[config.mk]
export PLATFORM = sky130hd
export DESIGN_NAME = onewire_rom_search_core
export DESIGN_NICKNAME = d
export VERILOG_FILES = /design/src/rtl/core/owrs_pkg.sv /design/src/rtl/core/owrs_step.sv /design/src/rtl/core/onewire_rom_search_core.sv
export SDC_FILE = /design/constraint.sdc
export NUM_CORES = 1
export LEC_CHECK = 0
export ABC_AREA = 1
export BUFFER_PORTS_ARGS = -buffer_cell sky130_fd_sc_hd__clkbuf_2
export CAP_MARGIN = 10
export CELL_PAD_IN_SITES_DETAIL_PLACEMENT = 1
export CELL_PAD_IN_SITES_GLOBAL_PLACEMENT = 1
export CORE_ASPECT_RATIO = 2
export CORE_MARGIN = 1.5
export CORE_UTILIZATION = 47
export DETAILED_ROUTE_END_ITERATION = 16
export GPL_TIMING_DRIVEN = 0
export MAX_ROUTING_LAYER = met4
export PLACE_DENSITY_LB_ADDON = 0.1
export SLEW_MARGIN = 40
export SYNTH_ARGS = -nofsm -noshare
export SYNTH_HDL_FRONTEND = slang
export SYNTH_SLANG_ARGS = --single-unit
export TNS_END_PERCENT = 20
[constraint.sdc]
create_clock -name i_clk -period 5.8 [get_ports i_clk]
set_input_delay 0.58 -clock i_clk [delete_from_list [all_inputs] [get_ports i_clk]]
set_output_delay 0.58 -clock i_clk [all_outputs]
set_load 0.005 [all_outputs]
[src/rtl/core/owrs_pkg.sv]
// Shared types, codes and the CRC8 bit step for the ROM search core.
// No dependencies; every other file of the block imports this package.
`default_nettype none

package owrs_pkg;

    localparam int RomBits = 64;
    localparam int PosW    = 7;
    localparam int IdxW    = $clog2(RomBits);
    localparam logic [7:0] CrcPoly = 8'h8C;

    // Input operation codes.
    localparam logic [1:0] OP_RESTART = 2'd0;
    localparam logic [1:0] OP_BEGIN   = 2'd1;
    localparam logic [1:0] OP_PAIR    = 2'd2;

    // Result status codes.
    localparam logic [2:0] ST_RESTARTED   = 3'd0;
    localparam logic [2:0] ST_PASS_START  = 3'd1;
    localparam logic [2:0] ST_BIT_TAKEN   = 3'd2;
    localparam logic [2:0] ST_ROM_DONE    = 3'd3;
    localparam logic [2:0] ST_SWEEP_OVER  = 3'd4;
    localparam logic [2:0] ST_NO_DEVICE   = 3'd5;
    localparam logic [2:0] ST_NO_RESPONSE = 3'd6;
    localparam logic [2:0] ST_NOT_IN_PASS = 3'd7;

    typedef struct packed {
        logic [RomBits-1:0] path_bits;
        logic [PosW-1:0]    last_fork;
        logic [PosW-1:0]    newest_zero_fork;
        logic [PosW-1:0]    bit_position;
        logic               in_pass;
        logic               sweep_done;
        logic [7:0]         running_crc;
    } t_state;

    typedef struct packed {
        logic       cmp_bit;
        logic       id_bit;
        logic       presence;
        logic [1:0] op;
    } t_item;

    typedef struct packed {
        logic               sweep_finished;
        logic               rom_crc_ok;
        logic [RomBits-1:0] rom_code;
        logic               write_bit;
        logic [2:0]         status;
    } t_result;

    localparam t_state StateReset = '{
        path_bits:        '0,
        last_fork:        '0,
        newest_zero_fork: '0,
        bit_position:     PosW'(1),
        in_pass:          1'b0,
        sweep_done:       1'b0,
        running_crc:      8'h00
    };

    // One bit of the reflected CRC8, least significant bit first.
    function automatic logic [7:0] crc_shift(input logic [7:0] crc, input logic bit_in);
        logic [7:0] shifted;
        shifted = {1'b0, crc[7:1]};
        return (crc[0] ^ bit_in) ? (shifted ^ CrcPoly) : shifted;
    endfunction

endpackage

`default_nettype wire

[src/rtl/core/owrs_step.sv]
// Next-state and result logic for one item of the ROM search walk.
// Depends on owrs_pkg for the state, item and result types and the CRC step.
`default_nettype none

module owrs_step
    import owrs_pkg::*;
(
    input  var t_state  i_state,
    input  var t_item   i_item,
    output t_state      o_state,
    output t_result     o_result
);

    logic [PosW-1:0] pos;
    logic [IdxW-1:0] idx;
    logic            fork_here;
    logic            take;
    t_state          pair_state;

    assign pos       = i_state.bit_position;
    assign idx       = IdxW'(pos - PosW'(1));
    assign fork_here = (i_item.id_bit == i_item.cmp_bit);

    always_comb begin
        if (!fork_here) begin
            take = i_item.id_bit;
        end else if (pos < i_state.last_fork) begin
            take = i_state.path_bits[idx];
        end else if (pos == i_state.last_fork) begin
            take = 1'b1;
        end else begin
            take = 1'b0;
        end
    end

    // State after taking a bit, before the end-of-pass handling.
    always_comb begin
        pair_state                 = i_state;
        pair_state.path_bits[idx]  = take;
        pair_state.running_crc     = crc_shift(i_state.running_crc, take);
        if (fork_here && !take) begin
            pair_state.newest_zero_fork = pos;
        end
    end

    always_comb begin
        o_state  = i_state;
        o_result = '0;
        o_result.status = ST_NOT_IN_PASS;

        case (i_item.op)
            OP_RESTART: begin
                o_state         = StateReset;
                o_result.status = ST_RESTARTED;
            end
            OP_BEGIN: begin
                if (i_state.sweep_done) begin
                    o_result.status = ST_SWEEP_OVER;
                end else if (!i_item.presence) begin
                    o_state.sweep_done = 1'b1;
                    o_state.in_pass    = 1'b0;
                    o_result.status    = ST_NO_DEVICE;
                end else begin
                    o_state.in_pass          = 1'b1;
                    o_state.bit_position     = PosW'(1);
                    o_state.newest_zero_fork = '0;
                    o_state.running_crc      = 8'h00;
                    o_result.status          = ST_PASS_START;
                end
            end
            OP_PAIR: begin
                if (i_state.in_pass) begin
                    if (i_item.id_bit && i_item.cmp_bit) begin
                        o_state.sweep_done = 1'b1;
                        o_state.in_pass    = 1'b0;
                        o_result.status    = ST_NO_RESPONSE;
                    end else begin
                        o_state            = pair_state;
                        o_result.write_bit = take;
                        if (pos >= PosW'(RomBits)) begin
                            // Last bit: the newest 0-leg fork is where the next pass turns.
                            o_state.last_fork = pair_state.newest_zero_fork;
                            if (pair_state.newest_zero_fork == '0) begin
                                o_state.sweep_done = 1'b1;
                            end
                            o_state.in_pass     = 1'b0;
                            o_result.rom_code   = pair_state.path_bits;
                            o_result.rom_crc_ok = (pair_state.running_crc == 8'h00);
                            o_result.status     = ST_ROM_DONE;
                        end else begin
                            o_state.bit_position = pos + PosW'(1);
                            o_result.status      = ST_BIT_TAKEN;
                        end
                    end
                end
            end
            default: begin
                o_result.status = ST_NOT_IN_PASS;
            end
        endcase

        o_result.sweep_finished = o_state.sweep_done;
    end

endmodule

`default_nettype wire

[src/rtl/core/onewire_rom_search_core.sv]
// ROM search core: input register, step logic, search state and result register.
// Flow: an accepted item is held in the input register, then stepped into
// the result register while that register is free or being emptied.
// Throughput: one item per cycle while the output keeps accepting; owrs_step
// is combinational; a stalled full result register stops the step and then the input.
// Reset (synchronous, active low) empties both registers and restores the
// search state to the start of a fresh sweep.
`default_nettype none

module onewire_rom_search_core
    import owrs_pkg::*;
(
    input  wire logic        i_clk,
    input  wire logic        i_rst_n,
    input  wire logic        i_s_axis_tvalid,
    output logic             o_s_axis_tready,
    input  wire logic [7:0]  i_s_axis_tdata,  // op[1:0], presence, id_bit, cmp_bit, zero fill
    output logic             o_m_axis_tvalid,
    input  wire logic        i_m_axis_tready,
    output logic [71:0]      o_m_axis_tdata   // status[2:0], write_bit, rom_code[63:0],
                                              // rom_crc_ok, sweep_finished, zero fill
);

    logic    r_in_valid;
    t_item   r_item;
    logic    r_out_valid;
    t_result r_result;
    t_state  r_state;
    t_state  n_state;
    t_result n_result;
    logic    out_free;
    logic    step_fire;

    owrs_step u_step (
        .i_state  (r_state),
        .i_item   (r_item),
        .o_state  (n_state),
        .o_result (n_result)
    );

    assign out_free        = !r_out_valid || i_m_axis_tready;
    assign step_fire       = r_in_valid && out_free;
    assign o_s_axis_tready = !r_in_valid || step_fire;

    always_ff @(posedge i_clk) begin
        if (!i_rst_n) begin
            r_in_valid  <= 1'b0;
            r_out_valid <= 1'b0;
            r_state     <= StateReset;
        end else begin
            if (o_s_axis_tready) begin
                r_in_valid <= i_s_axis_tvalid;
            end
            if (out_free) begin
                r_out_valid <= r_in_valid;
            end
            if (step_fire) begin
                r_state <= n_state;
            end
        end
    end

    always_ff @(posedge i_clk) begin
        if (o_s_axis_tready && i_s_axis_tvalid) begin
            r_item <= t_item'(i_s_axis_tdata[4:0]);
        end
        if (step_fire) begin
            r_result <= n_result;
        end
    end

    assign o_m_axis_tvalid = r_out_valid;
    assign o_m_axis_tdata  = {2'b00, r_result};

endmodule

`default_nettype wire
==> results of run 1 <==
==> placed cells by master, fill, tap and decap left out, types with 2 or more instances in the layout <==
cell / instances
sky130_fd_sc_hd__nand2_1: 335
sky130_fd_sc_hd__nor2_1: 132
sky130_fd_sc_hd__nand3_1: 106
sky130_fd_sc_hd__a21oi_1: 103
sky130_fd_sc_hd__dfxtp_1: 97
sky130_fd_sc_hd__clkbuf_2: 81
sky130_fd_sc_hd__inv_1: 79
sky130_fd_sc_hd__edfxtp_1: 75
sky130_fd_sc_hd__o21ai_0: 71
sky130_fd_sc_hd__or2_2: 39
sky130_fd_sc_hd__clkbuf_1: 36
sky130_fd_sc_hd__clkbuf_16: 19
sky130_fd_sc_hd__nand3_2: 13
sky130_fd_sc_hd__buf_2: 10
sky130_fd_sc_hd__ha_1: 10
sky130_fd_sc_hd__nor2_2: 8
sky130_fd_sc_hd__nor3_1: 8
sky130_fd_sc_hd__buf_6: 7
sky130_fd_sc_hd__nand2_2: 5
sky130_fd_sc_hd__inv_2: 4
sky130_fd_sc_hd__buf_4: 3
sky130_fd_sc_hd__nand2_4: 3
sky130_fd_sc_hd__nor2_4: 3
sky130_fd_sc_hd__inv_6: 3
sky130_fd_sc_hd__o211ai_1: 3
sky130_fd_sc_hd__clkinvlp_4: 3
sky130_fd_sc_hd__o21ai_1: 2
sky130_fd_sc_hd__xor2_4: 2
sky130_fd_sc_hd__nand4_1: 2
sky130_fd_sc_hd__or2_1: 2
sky130_fd_sc_hd__conb_1: 2
sky130_fd_sc_hd__clkbuf_8: 2
sky130_fd_sc_hd__bufinv_16: 2
==> state kept, by name (all words and copies together), names as in the netlist <==
signal,count
o_m_axis_tdata,70
o_m_axis_tvalid,1
r_in_valid,1
r_item,5
r_state,95
==> synth_stat cells (all sizes together) <==
cell type,number
a211oi,1
a21oi,103
a221oi,1
buf,20
clkbuf,34
clkinv,1
conb,1
dfxtp,97
edfxtp,75
ha,10
inv,84
nand2,343
nand3,119
nand3b,1
nand4,2
nor2,143
nor3,8
nor4,2
o211ai,3
o21a,1
o21ai,74
o22ai,1
or2,41
or4,1
xor2,3
==> layer usage <==
metal | track usage (%) | share of wire (%) | vias up | routed length (microns)
met1 | 30.46 | 36 | 4098 | 10510
met4 | 18.15 | 5.8 | 0 | 1697
met5 | - | 0 | - | 0
li1 | - | - | 4018 | -
met3 | 4.645 | 3.3 | 101 | 970
met2 | 58.58 | 55 | 218 | 15910
==> cells by family (layout without fill, tap and decap cells) <==
group	Yosys count	count (layout)
xor gates and xnor gates	3	3
AOI/OAI and AO/OA	184	184
and+or+nand+nor	660	660
buffers and inverters	139	251
adders and majority gates	10	10
DFF	172	172
other	1	2
==> where the power goes <==
group | internal (W) | switching [W]
combinational | 0.0000850 | 0.000231
clock | 0.000710 | 0.000504
sequential | 0.00129 | 0.0000127
==> worst max-delay path by stage <==
stage | from | endpoint
after global routing | r_state[10]$_SDFFE_PN1P_ | r_state[34]$_SDFFE_PN0P_
final | r_state[10]$_SDFFE_PN1P_ | o_m_axis_tdata[39]$_SDFFCE_PP0P_
after floorplan | i_m_axis_tready | r_state[27]$_SDFFE_PN0P_
after global placement | i_m_axis_tready | r_state[28]$_SDFFE_PN0P_
after detailed placement | r_state[10]$_SDFFE_PN1P_ | o_m_axis_tdata[39]$_SDFFCE_PP0P_
after CTS | r_state[10]$_SDFFE_PN1P_ | o_m_axis_tdata[7]$_SDFFCE_PP0P_
==> metrics by stage <==
| stage | setup slack (ns) | instance area (sq um) | hold WS (ns) |
|---|---|---|---|
| CTS | 1.972 | 10160 | 0.3101 |
| global placement | 1.315 | 9509 | 0.4518 |
| global route | 1.723 | 10160 | 0.3116 |
| finish | 1.888 | 10160 | 0.3120 |
| floorplan | 2.535 | 8838 | 0.4453 |
| detailed placement | 2.015 | 9547 | 0.4560 |
==> worst register-to-register path: stages, from the launching register on <==
cell and delay (ns):
sky130_fd_sc_hd__dfxtp_1 0.34, sky130_fd_sc_hd__inv_2 0.22, sky130_fd_sc_hd__buf_2 0.41, sky130_fd_sc_hd__ha_1 0.31, sky130_fd_sc_hd__nand2_1 0.09, sky130_fd_sc_hd__nand2_2 0.23, sky130_fd_sc_hd__inv_2 0.16, sky130_fd_sc_hd__nor2_1 0.15
sky130_fd_sc_hd__inv_1 0.07, sky130_fd_sc_hd__nor2_1 0.66, sky130_fd_sc_hd__inv_1 0.51, sky130_fd_sc_hd__o21ai_0 0.37, sky130_fd_sc_hd__nand2_1 0.14, sky130_fd_sc_hd__nor2_1 0.11
==> cell type report <==
| cell class | instances | area share [%] |
|---|---|---|
| clock buffer | 24 | 5.060 |
| buffer | 54 | 2.758 |
| sequential | 172 | 41.27 |
| multi-input combinational | 859 | 39.87 |
| timing repair buffer | 81 | 4.211 |
| inverter | 85 | 3.189 |
| tap | 216 | 2.659 |
| clock inverter | 7 | 0.9850 |
==> run_results.csv, run 1 <==
group,metric,value,unit
synth,area_fraction_in_compound_gates_after_synthesis,10.66,%
floorplanning,placeable_core_area,18390,sq um
placed_design,placedCellCount,1467,
detailed_routing,avgViaCountPerCell,5.631,
synth,netlist.area_leader.share,25.49,%
detailed_routing,detail-route-antenna-nets,0,
floorplanning,die_h,196.9,microns
detailed_routing,drt_first_pass_iters,5,
synth,syn-cell-area,8835,sq um
detailed_routing,routed_wirelength,29090,microns
detailed_routing,route.detailed.wl_per_inst,19.42,microns
global_routing,grt_remaining_overflow,0,
clocking,postCtsSetupRepairBufs,0,
power_and_ir_drop,power.density_cell_area,278.7,nW/um^2
synth,yosys.area_share.simple,32.83,%
global_routing,antenna_found_initial,0,
clocking,cts_max_path_buffers,2,
clocking,clk_root_buffer_cell,"sky130_fd_sc_hd__clkbuf_16",
worst_setup_path,timing.rr.end,"o_m_axis_tdata[39]$_SDFFCE_PP0P_",
sta,rsz0062_at_grt,"no",
layout,area_growth,15.03,%
synth,synthXorXnorAreaFrac,0.8073,%
hold_path,hold_start,"i_s_axis_tdata[2]",
synth,synth.yosys.seq_area_share,47.47,%
worst_setup_path,ff2ff_path_depth,13,
global_routing,gr-usage-all-layers,31.62,%
sta,worst_slew_margin_rel,41.58,%
worst_setup_path,critical_path_class,"reg -> reg",
floorplanning,dieArea,19680,sq um
clocking,h-tree-depth,4,
worst_setup_path,ordered_list_of_cells_on_the_worst_path,"inv_2 -> buf_2 -> ha_1 -> nand2_1 -> nand2_2 -> inv_2 -> nor2_1 -> inv_1 -> nor2_1 -> inv_1 -> o21ai_0 -> nand2_1 -> nor2_1",
worst_setup_path,cp_common_cell,"sky130_fd_sc_hd__nor2_1",
sta,timing.final.crit_period,3.912,ns
global_routing,grt_start_max_net_pins,61,
clocking,cts_hold_buf,0,
layout,fin_nets,1292,
layout,instances_no_fill,1498,
sta,finClkSkew,0.009429,ns
power_and_ir_drop,power.ir.vdd_worst,0.1542,mV
synth,post_synthesis_cell_count,1169,
synth,main_combinational_cell_family_by_area_after_synthesis,"simple AND/OR/NAND/NOR gates",
worst_setup_path,cp_endpoint_kind,"flip-flop",
sta,final_min_period_over_clock_period,67.44,%
clocking,clk_pin_slew,0.07,ns
floorplanning,number_of_placement_rows,70,
hold_path,hp-class,"in -> reg",
worst_setup_path,r2r_setup_slack,1.89,ns
layout,ratio_of_cells_with_drive_above_1_in_the_final_layout,16.46,%
detailed_routing,drcViolationCount,0,
sta,timing.setup.tns,0,ns
clocking,insertion_delay,0.45,ns
worst_setup_path,critPathLaunchType,"flip-flop",
sta,timing_hold_violations_final,0,
synth,synth.lib_cells_used.distinct,38,
worst_setup_path,critical_path_arrival,4.21,ns
layout,antenna_cells_inserted,0,
flow_run,max_cap_viol_count,0,
synth,adder_and_majority_cell_fraction_of_the_synthesized_area,1.416,%
clocking,post_cts_resized,0,
power_and_ir_drop,power.leakage,3.673,nW
synth,largest_area_contributor_in_the_synthesized_netlist,"sky130_fd_sc_hd__edfxtp_1",
worst_setup_path,crit-reg2reg-launch,"r_state[10]$_SDFFE_PN1P_",
detailed_routing,count_of_vias_placed_by_the_detailed_router,8435,
layout,fin_util,55.25,%
run_status,run_status,"finished clean",
worst_setup_path,critical_path.n_buffers_inverters,5,
global_routing,first_global_vias,8973,
layout,fill_cells,2368,
detailed_routing,dr.first_iter.drc_count,304,
sta,number_of_slew_limit_violations_in_the_final_report,0,
floorplanning,initial_utilization,48.03,%
floorplanning,die_width,99.95,microns
sta,achievable-frequency,255.6,MHz
worst_setup_path,maximum_fanout_along_the_worst_path,11,
synth,synth.avg_cell_area,7.558,sq um
clocking,cts_inserted_buffers,17,
worst_setup_path,worst-endpoint-required,6.10,ns
sta,tightest_pin_transition,0.8730,ns
worst_setup_path,critPathSlowestCell,"sky130_fd_sc_hd__nor2_1",
worst_setup_path,worst_path_largest_cell_delay,0.66,ns
layout,area_of_the_multi_input_gates,4051,sq um
placed_design,io_buffer_count,80,
synth,number_of_warnings_printed_during_yosys_synthesis,0,
synth,synth.mux.area_fraction,0,%
worst_setup_path,critical_path_depth,13,
layout,final-seq-area,4194,sq um
clocking,numClockSinks,172,
global_routing,global_route_wire_length_before_repair,46090,microns
sta,setup_violations,0,
hold_path,min_delay_path_depth,1,
synth,post_synth_main_area_contributors,"sky130_fd_sc_hd__edfxtp_1 25%, sky130_fd_sc_hd__dfxtp_1 22%, sky130_fd_sc_hd__nand2_1 14%",
synth,ys_seq_elements,172,
hold_path,hold_end,"r_item[2]$_DFFE_PP_",
worst_setup_path,crit_family,"simple AND/OR/NAND/NOR gates",
placed_design,place_congestion,0.9127,
power_and_ir_drop,p_total,0.002833,W
floorplanning,ios,86,
placed_design,detailed_place_hpwl,21120,microns
clocking,tritoncts_clock_tree,"done",
(Power assumes the default switching activity.)
==> run 2, diff against run 1 <==
- CORE_UTILIZATION: 47 -> 40
- clock period: 5.8 -> 3.4 ns (I/O delays scaled with it)
==> run_results.csv, run 2 (synthesis results as in run 1) <==
group,metric,value,unit
run_status,run_status,"finished clean",
placed_design,place_congestion,0.8952,
clocking,postCtsSetupRepairBufs,0,
floorplanning,die_width,108.1,microns
detailed_routing,drt_first_pass_iters,4,
detailed_routing,detail-route-antenna-nets,0,
floorplanning,die_h,213.2,microns
sta,rsz0062_at_grt,"no",
worst_setup_path,critical_path_class,"reg -> reg",
global_routing,gr-usage-all-layers,28.13,%
sta,finClkSkew,0.008327,ns
sta,setup_violations,0,
detailed_routing,avgViaCountPerCell,5.279,
detailed_routing,count_of_vias_placed_by_the_detailed_router,8204,
global_routing,grt_start_max_net_pins,41,
floorplanning,dieArea,23040,sq um
power_and_ir_drop,clkPwrFrac,41.8,%
global_routing,grt_remaining_overflow,0,
sta,achievable-frequency,312.4,MHz
worst_setup_path,critical_path_arrival,3.52,ns
sta,timing_hold_violations_final,0,
clocking,numClockSinks,172,
clocking,clk_root_buffer_cell,"sky130_fd_sc_hd__clkbuf_16",
clocking,h-tree-depth,4,
power_and_ir_drop,pwr-share-comb,11.5,%
placed_design,io_buffer_count,80,
power_and_ir_drop,power.ir.vdd_worst,0.3530,mV
clocking,insertion_delay,0.46,ns
sta,final.hold.worst_slack,0.05936,ns
worst_setup_path,maximum_fanout_along_the_worst_path,11,
layout,area_growth,15.78,%
detailed_routing,top_layer,"met4",
layout,mostFrequentLayoutCells,"335 x sky130_fd_sc_hd__nand2_1, 129 x sky130_fd_sc_hd__nor2_1, 106 x sky130_fd_sc_hd__nand3_1, 103 x sky130_fd_sc_hd__a21oi_1, 96 x sky130_fd_sc_hd__dfxtp_1",
detailed_routing,routed_wirelength,29750,microns
detailed_routing,dr_wl_met3,864,microns
clocking,cts_inserted_buffers,17,
floorplanning,number_of_placement_rows,76,
clocking,tritoncts_clock_tree,"done",
worst_setup_path,critPathLaunchType,"flip-flop",
layout,antenna_cells_inserted,0,
placed_design,dp_worst_setup_slack,-0.5119,ns
hold_path,min_delay_path_depth,1,
global_routing,antenna_found_initial,0,
power_and_ir_drop,p_int,0.003483,W
clocking,clk_pin_slew,0.07,ns
layout,top_register,"r_state",
floorplanning,ios,86,
layout,largest_register_ff_count,95,
sta,worst_slew_margin_rel,44.16,%
layout,fin_nets,1290,
power_and_ir_drop,power.net_switching,0.001283,W
power_and_ir_drop,p_total,0.004765,W
sta,number_of_slew_limit_violations_in_the_final_report,0,
power_and_ir_drop,share_seq_of_total_power,46.7,%
sta,timing.final.crit_period,3.201,ns
power_and_ir_drop,swShare,26.92,%
sta,tightest_pin_transition,0.8377,ns
sta,timing.setup.tns,0,ns
worst_setup_path,worst-endpoint-required,3.72,ns
power_and_ir_drop,power.density_cell_area,465.9,nW/um^2
worst_setup_path,cp_endpoint_kind,"flip-flop",
layout,most_common_library_cell_in_the_layout_ignoring_fill_and_taps,"sky130_fd_sc_hd__nand2_1",
global_routing,global_route_wire_length_before_repair,46370,microns
power_and_ir_drop,power.leakage,3.662,nW
sta,final_min_period_over_clock_period,94.14,%
floorplanning,initial_utilization,40.93,%
detailed_routing,drt-met1-wl,11230,microns
placed_design,detailed_place_hpwl,21900,microns
hold_path,hp-class,"in -> reg",
sta,layout_setup_ws,0.1994,ns
detailed_routing,dr.first_iter.drc_count,308,
global_routing,first_global_vias,8590,
flow_run,max_cap_viol_count,0,
layout,fin_util,47.39,%
worst_setup_path,ff2ff_path_depth,12,
detailed_routing,drcViolationCount,0,
detailed_routing,met2WireLength,16470,microns
clocking,cts_max_path_buffers,2,
detailed_routing,route.detailed.wl_per_inst,19.14,microns
layout,ratio_of_cells_with_drive_above_1_in_the_final_layout,16.86,%
floorplanning,placeable_core_area,21590,sq um
[run 2: cell count changes in the layout (fill, tap and decap cells not counted), moves of 3 or more]
cell,delta
sky130_fd_sc_hd__buf_2,-4
sky130_fd_sc_hd__clkbuf_1,-3
sky130_fd_sc_hd__clkinv_2,+3
sky130_fd_sc_hd__inv_2,-3
sky130_fd_sc_hd__nor2_1,-3
sky130_fd_sc_hd__nor2_2,+3
[run 2: worst paths after layout]
check | startpoint | end | slack [ns]
worst min-delay path | i_s_axis_tdata[4] | r_item[4]$_DFFE_PP_ | 0.06
worst max-delay path | r_state[10]$_SDFFE_PN1P_ | o_m_axis_tdata[7]$_SDFFCE_PP0P_ | 0.20
worst min register to register | r_state[66]$_SDFFE_PN0P_ | r_state[66]$_SDFFE_PN0P_ | 0.47
worst max register to register | r_state[10]$_SDFFE_PN1P_ | o_m_axis_tdata[7]$_SDFFCE_PP0P_ | 0.20
[run 2: layout make-up]
type                            instances  area [sq um]
Buffer                                 52         286.5
Clock buffer                           21         470.5
Clock inverter                         11         116.4
Fill cell                            2749         11360
Inverter                               85         336.6
Multi-Input combinational cell        859          4061
Sequential cell                       172          4195
Tap cell                              273         341.6
Timing Repair Buffer                   81         420.4
[run 2: per-stage QoR]
stage,cell area (sq um),cells
detailed placement,9612,1524
floorplan,8838,1170
global placement,9580,1523
global route,10230,1554
CTS,10220,1556
finish,10230,1554
[run 2: repair_timing]
action / in CTS / in global routing
endpoints found under the hold margin: 0 / 0
gates resized for setup: 10 / 6
endpoints found under the setup margin: 134 / 29
pin swaps: 0 / 0
hold buffers: 0 / 0
[run 2: power groups by stage]
| stage | logic [W] | registers, W | clock network [W] |
|---|---|---|---|
| 4_1_cts | 0.000551 | 0.00222 | 0.00203 |
| 3_3_place_gp | 0.000531 | 0.00227 | 0 |
| 5_1_grt | 0.000596 | 0.00223 | 0.00210 |
| 6_report | 0.000548 | 0.00222 | 0.00199 |
| 3_5_place_dp | 0.000543 | 0.00227 | 0 |
| 2_1_floorplan | 0.000329 | 0.00227 | 0 |
[run 2: per-layer routing]
metal | global-route usage, % | vias up
li1 | - | 4013
met1 | 28.59 | 3967
met2 | 51.59 | 155
met3 | 4.884 | 69
met4 | 12.84 | 0
met5 | - | -
[run 2: worst max-delay path: stages, from the launching register on]
cell                       delay [ns]
sky130_fd_sc_hd__dfxtp_2         0.36
sky130_fd_sc_hd__inv_6           0.13
sky130_fd_sc_hd__buf_8           0.17
sky130_fd_sc_hd__ha_2            0.28
sky130_fd_sc_hd__buf_4           0.19
sky130_fd_sc_hd__clkbuf_4        0.22
sky130_fd_sc_hd__nor2_1          0.15
sky130_fd_sc_hd__inv_1           0.08
sky130_fd_sc_hd__nor2_2          0.47
sky130_fd_sc_hd__inv_1           0.44
sky130_fd_sc_hd__o21ai_0         0.36
sky130_fd_sc_hd__nand2_1         0.11
sky130_fd_sc_hd__nor2_1          0.09
==> run 3, diff against run 2 <==
--- a/config.mk
+++ b/config.mk
@@ -17,5 +17,5 @@
 export GPL_TIMING_DRIVEN = 0
 export MAX_ROUTING_LAYER = met4
-export PLACE_DENSITY_LB_ADDON = 0.1
+export PLACE_DENSITY_LB_ADDON = 0.2
 export SLEW_MARGIN = 40
 export SYNTH_ARGS = -nofsm -noshare
==> constraint.sdc (replaced) <==
create_clock -name i_clk -period 3.4 [get_ports i_clk]
set_input_delay 0.34 -clock i_clk [delete_from_list [all_inputs] [get_ports i_clk]]
set_output_delay 0.34 -clock i_clk [all_outputs]
set_load 0.01 [all_outputs]
==> run_results.csv, run 3 (synthesis results as in run 1) <==
group,metric,value,unit
run_status,run_status,"finished clean",
global_routing,first_global_vias,8732,
power_and_ir_drop,power.density_cell_area,471.2,nW/um^2
flow_run,max_cap_viol_count,0,
sta,number_of_slew_limit_violations_in_the_final_report,0,
power_and_ir_drop,share_seq_of_total_power,46.0,%
hold_path,hold_start,"i_s_axis_tdata[1]",
worst_setup_path,cp_common_cell,"sky130_fd_sc_hd__buf_6",
sta,layout_setup_ws,0.1520,ns
placed_design,placedCellCount,1524,
global_routing,global_route_wire_length_before_repair,46150,microns
sta,tightest_pin_transition,0.8809,ns
clocking,insertion_delay,0.46,ns
clocking,numClockSinks,172,
placed_design,dp_worst_setup_slack,-0.4521,ns
clocking,cts_max_path_buffers,2,
layout,instances_no_fill,1555,
placed_design,place_congestion,0.8743,
detailed_routing,top_layer,"met4",
floorplanning,initial_utilization,40.93,%
detailed_routing,count_of_vias_placed_by_the_detailed_router,8236,
floorplanning,number_of_placement_rows,76,
power_and_ir_drop,p_int,0.003541,W
placed_design,io_buffer_count,80,
layout,mostFrequentLayoutCells,"335 x sky130_fd_sc_hd__nand2_1, 129 x sky130_fd_sc_hd__nor2_1, 106 x sky130_fd_sc_hd__nand3_1, 103 x sky130_fd_sc_hd__a21oi_1, 96 x sky130_fd_sc_hd__dfxtp_1",
detailed_routing,route.detailed.wl_per_inst,18.98,microns
layout,design_area,10250,sq um
floorplanning,ios,86,
global_routing,antenna_found_initial,0,
worst_setup_path,critPathSlowestCell,"sky130_fd_sc_hd__dfxtp_2",
clocking,cts_hold_buf,0,
worst_setup_path,critical_path.n_buffers_inverters,8,
power_and_ir_drop,clkPwrFrac,42.1,%
hold_path,hp-class,"in -> reg",
worst_setup_path,timing.rr.end,"o_m_axis_tdata[9]$_SDFFCE_PP0P_",
layout,top_register,"r_state",
clocking,h-tree-depth,4,
worst_setup_path,critPathLaunchType,"flip-flop",
clocking,tritoncts_clock_tree,"done",
global_routing,grt_start_max_net_pins,40,
worst_setup_path,ordered_list_of_cells_on_the_worst_path,"inv_6 -> buf_8 -> ha_2 -> buf_6 -> inv_4 -> buf_6 -> nor2_1 -> nand2_1 -> nand3_1 -> nand2_1 -> nand3_1 -> nor2_1 -> nand2_2 -> nand3_2 -> nand2_2 -> inv_2 -> buf_6 -> buf_6 -> nand3_1 -> nand2_1 -> nor2_1",
hold_path,hold_end,"r_item[1]$_DFFE_PP_",
detailed_routing,detail-route-antenna-nets,0,
placed_design,detailed_place_hpwl,21640,microns
floorplanning,dieArea,23040,sq um
worst_setup_path,worst_path_largest_cell_delay,0.35,ns
sta,timing.setup.tns,0,ns
power_and_ir_drop,power.leakage,3.669,nW
sta,setup_violations,0,
hold_path,min_delay_path_depth,1,
worst_setup_path,crit_family,"buffers and inverters",
detailed_routing,avgViaCountPerCell,5.296,
clocking,cts_inserted_buffers,17,
global_routing,grt_remaining_overflow,0,
worst_setup_path,critical_path_class,"reg -> reg",
layout,largest_register_ff_count,95,
layout,most_common_library_cell_in_the_layout_ignoring_fill_and_taps,"sky130_fd_sc_hd__nand2_1",
detailed_routing,met2WireLength,16160,microns
clocking,clk_root_buffer_cell,"sky130_fd_sc_hd__clkbuf_16",
worst_setup_path,maximum_fanout_along_the_worst_path,11,
worst_setup_path,critical_path_arrival,3.44,ns
power_and_ir_drop,power.ir.vdd_worst,0.3437,mV
layout,fin_nets,1291,
sta,worst_slew_margin_rel,41.28,%
sta,rsz0062_at_grt,"no",
detailed_routing,drt-met1-wl,11070,microns
layout,antenna_cells_inserted,0,
detailed_routing,routed_wirelength,29510,microns
power_and_ir_drop,pwr-share-comb,11.8,%
sta,timing.final.crit_period,3.248,ns
floorplanning,placeable_core_area,21590,sq um
sta,finClkSkew,0.01158,ns
detailed_routing,drt_first_pass_iters,4,
layout,ratio_of_cells_with_drive_above_1_in_the_final_layout,16.77,%
clocking,clk_pin_slew,0.06,ns
worst_setup_path,cp_endpoint_kind,"flip-flop",
power_and_ir_drop,swShare,26.65,%
worst_setup_path,r2r_setup_slack,0.15,ns
sta,timing_hold_violations_final,0,
power_and_ir_drop,power.net_switching,0.001287,W
detailed_routing,drcViolationCount,0,
detailed_routing,dr_wl_met3,875,microns
detailed_routing,dr.first_iter.drc_count,313,
global_routing,gr-usage-all-layers,27.78,%
layout,area_growth,15.98,%
sta,achievable-frequency,307.9,MHz
worst_setup_path,worst-endpoint-required,3.60,ns
layout,fin_util,47.47,%
sta,final_min_period_over_clock_period,95.53,%
worst_setup_path,crit-reg2reg-launch,"r_state[10]$_SDFFE_PN1P_",
clocking,postCtsSetupRepairBufs,0,
floorplanning,die_h,213.2,microns
worst_setup_path,ff2ff_path_depth,21,
floorplanning,die_width,108.1,microns
placed_design,placed_area,9612,sq um
[run 3: power groups by stage]
stage	clock [W]	sequential, W	combinational [W]
2_1_floorplan	0	0.00228	0.000330
3_3_place_gp	0	0.00227	0.000540
3_5_place_dp	0	0.00227	0.000554
4_1_cts	0.00207	0.00222	0.000565
5_1_grt	0.00213	0.00223	0.000612
6_report	0.00203	0.00222	0.000571
[run 3: final cells by class]
class,count,area (sq um)
Buffer,53,299.0
Tap cell,273,341.6
Fill cell,2744,11340
Clock inverter,8,117.6
Clock buffer,24,471.7
Inverter,85,334.1
Multi-Input combinational cell,859,4066
Timing Repair Buffer,81,420.4
Sequential cell,172,4195
[run 3: stage by stage]
stage	power, W	hold WS, ns
final	0.004828	0.06364
after global routing	0.004970	0.05058
after CTS	0.004854	0.04680
after detailed placement	0.002822	0.4555
after global placement	0.002810	0.4517
after floorplan	0.002613	0.4389
[run 3: per-layer routing]
| layer | vias up | GRT usage [%] |
|---|---|---|
| li1 | 4029 | - |
| met1 | 3974 | 27.51 |
| met2 | 161 | 50.44 |
| met3 | 72 | 4.274 |
| met4 | 0 | 16.24 |
| met5 | - | - |
[run 3: worst max path at each step]
stage	start	to	slack (ns)	cells after the start
after floorplan	i_m_axis_tready	r_state[27]$_SDFFE_PN0P_	0.37	9
after global placement	i_m_axis_tready	r_state[27]$_SDFFE_PN0P_	-1.02	10
after detailed placement	r_state[10]$_SDFFE_PN1P_	o_m_axis_tdata[9]$_SDFFCE_PP0P_	-0.45	13
after CTS	r_state[10]$_SDFFE_PN1P_	o_m_axis_tdata[11]$_SDFFCE_PP0P_	0.008	21
after global routing	r_state[10]$_SDFFE_PN1P_	r_state[8]$_SDFFE_PN0P_	0.002	23
final	r_state[10]$_SDFFE_PN1P_	o_m_axis_tdata[9]$_SDFFCE_PP0P_	0.15	21
[run 3: timing repair]
action | 4_1_cts | 5_1_grt
gates resized for setup | 9 | 8
endpoints found under the setup margin | 134 | 77
pin swaps | 0 | 1
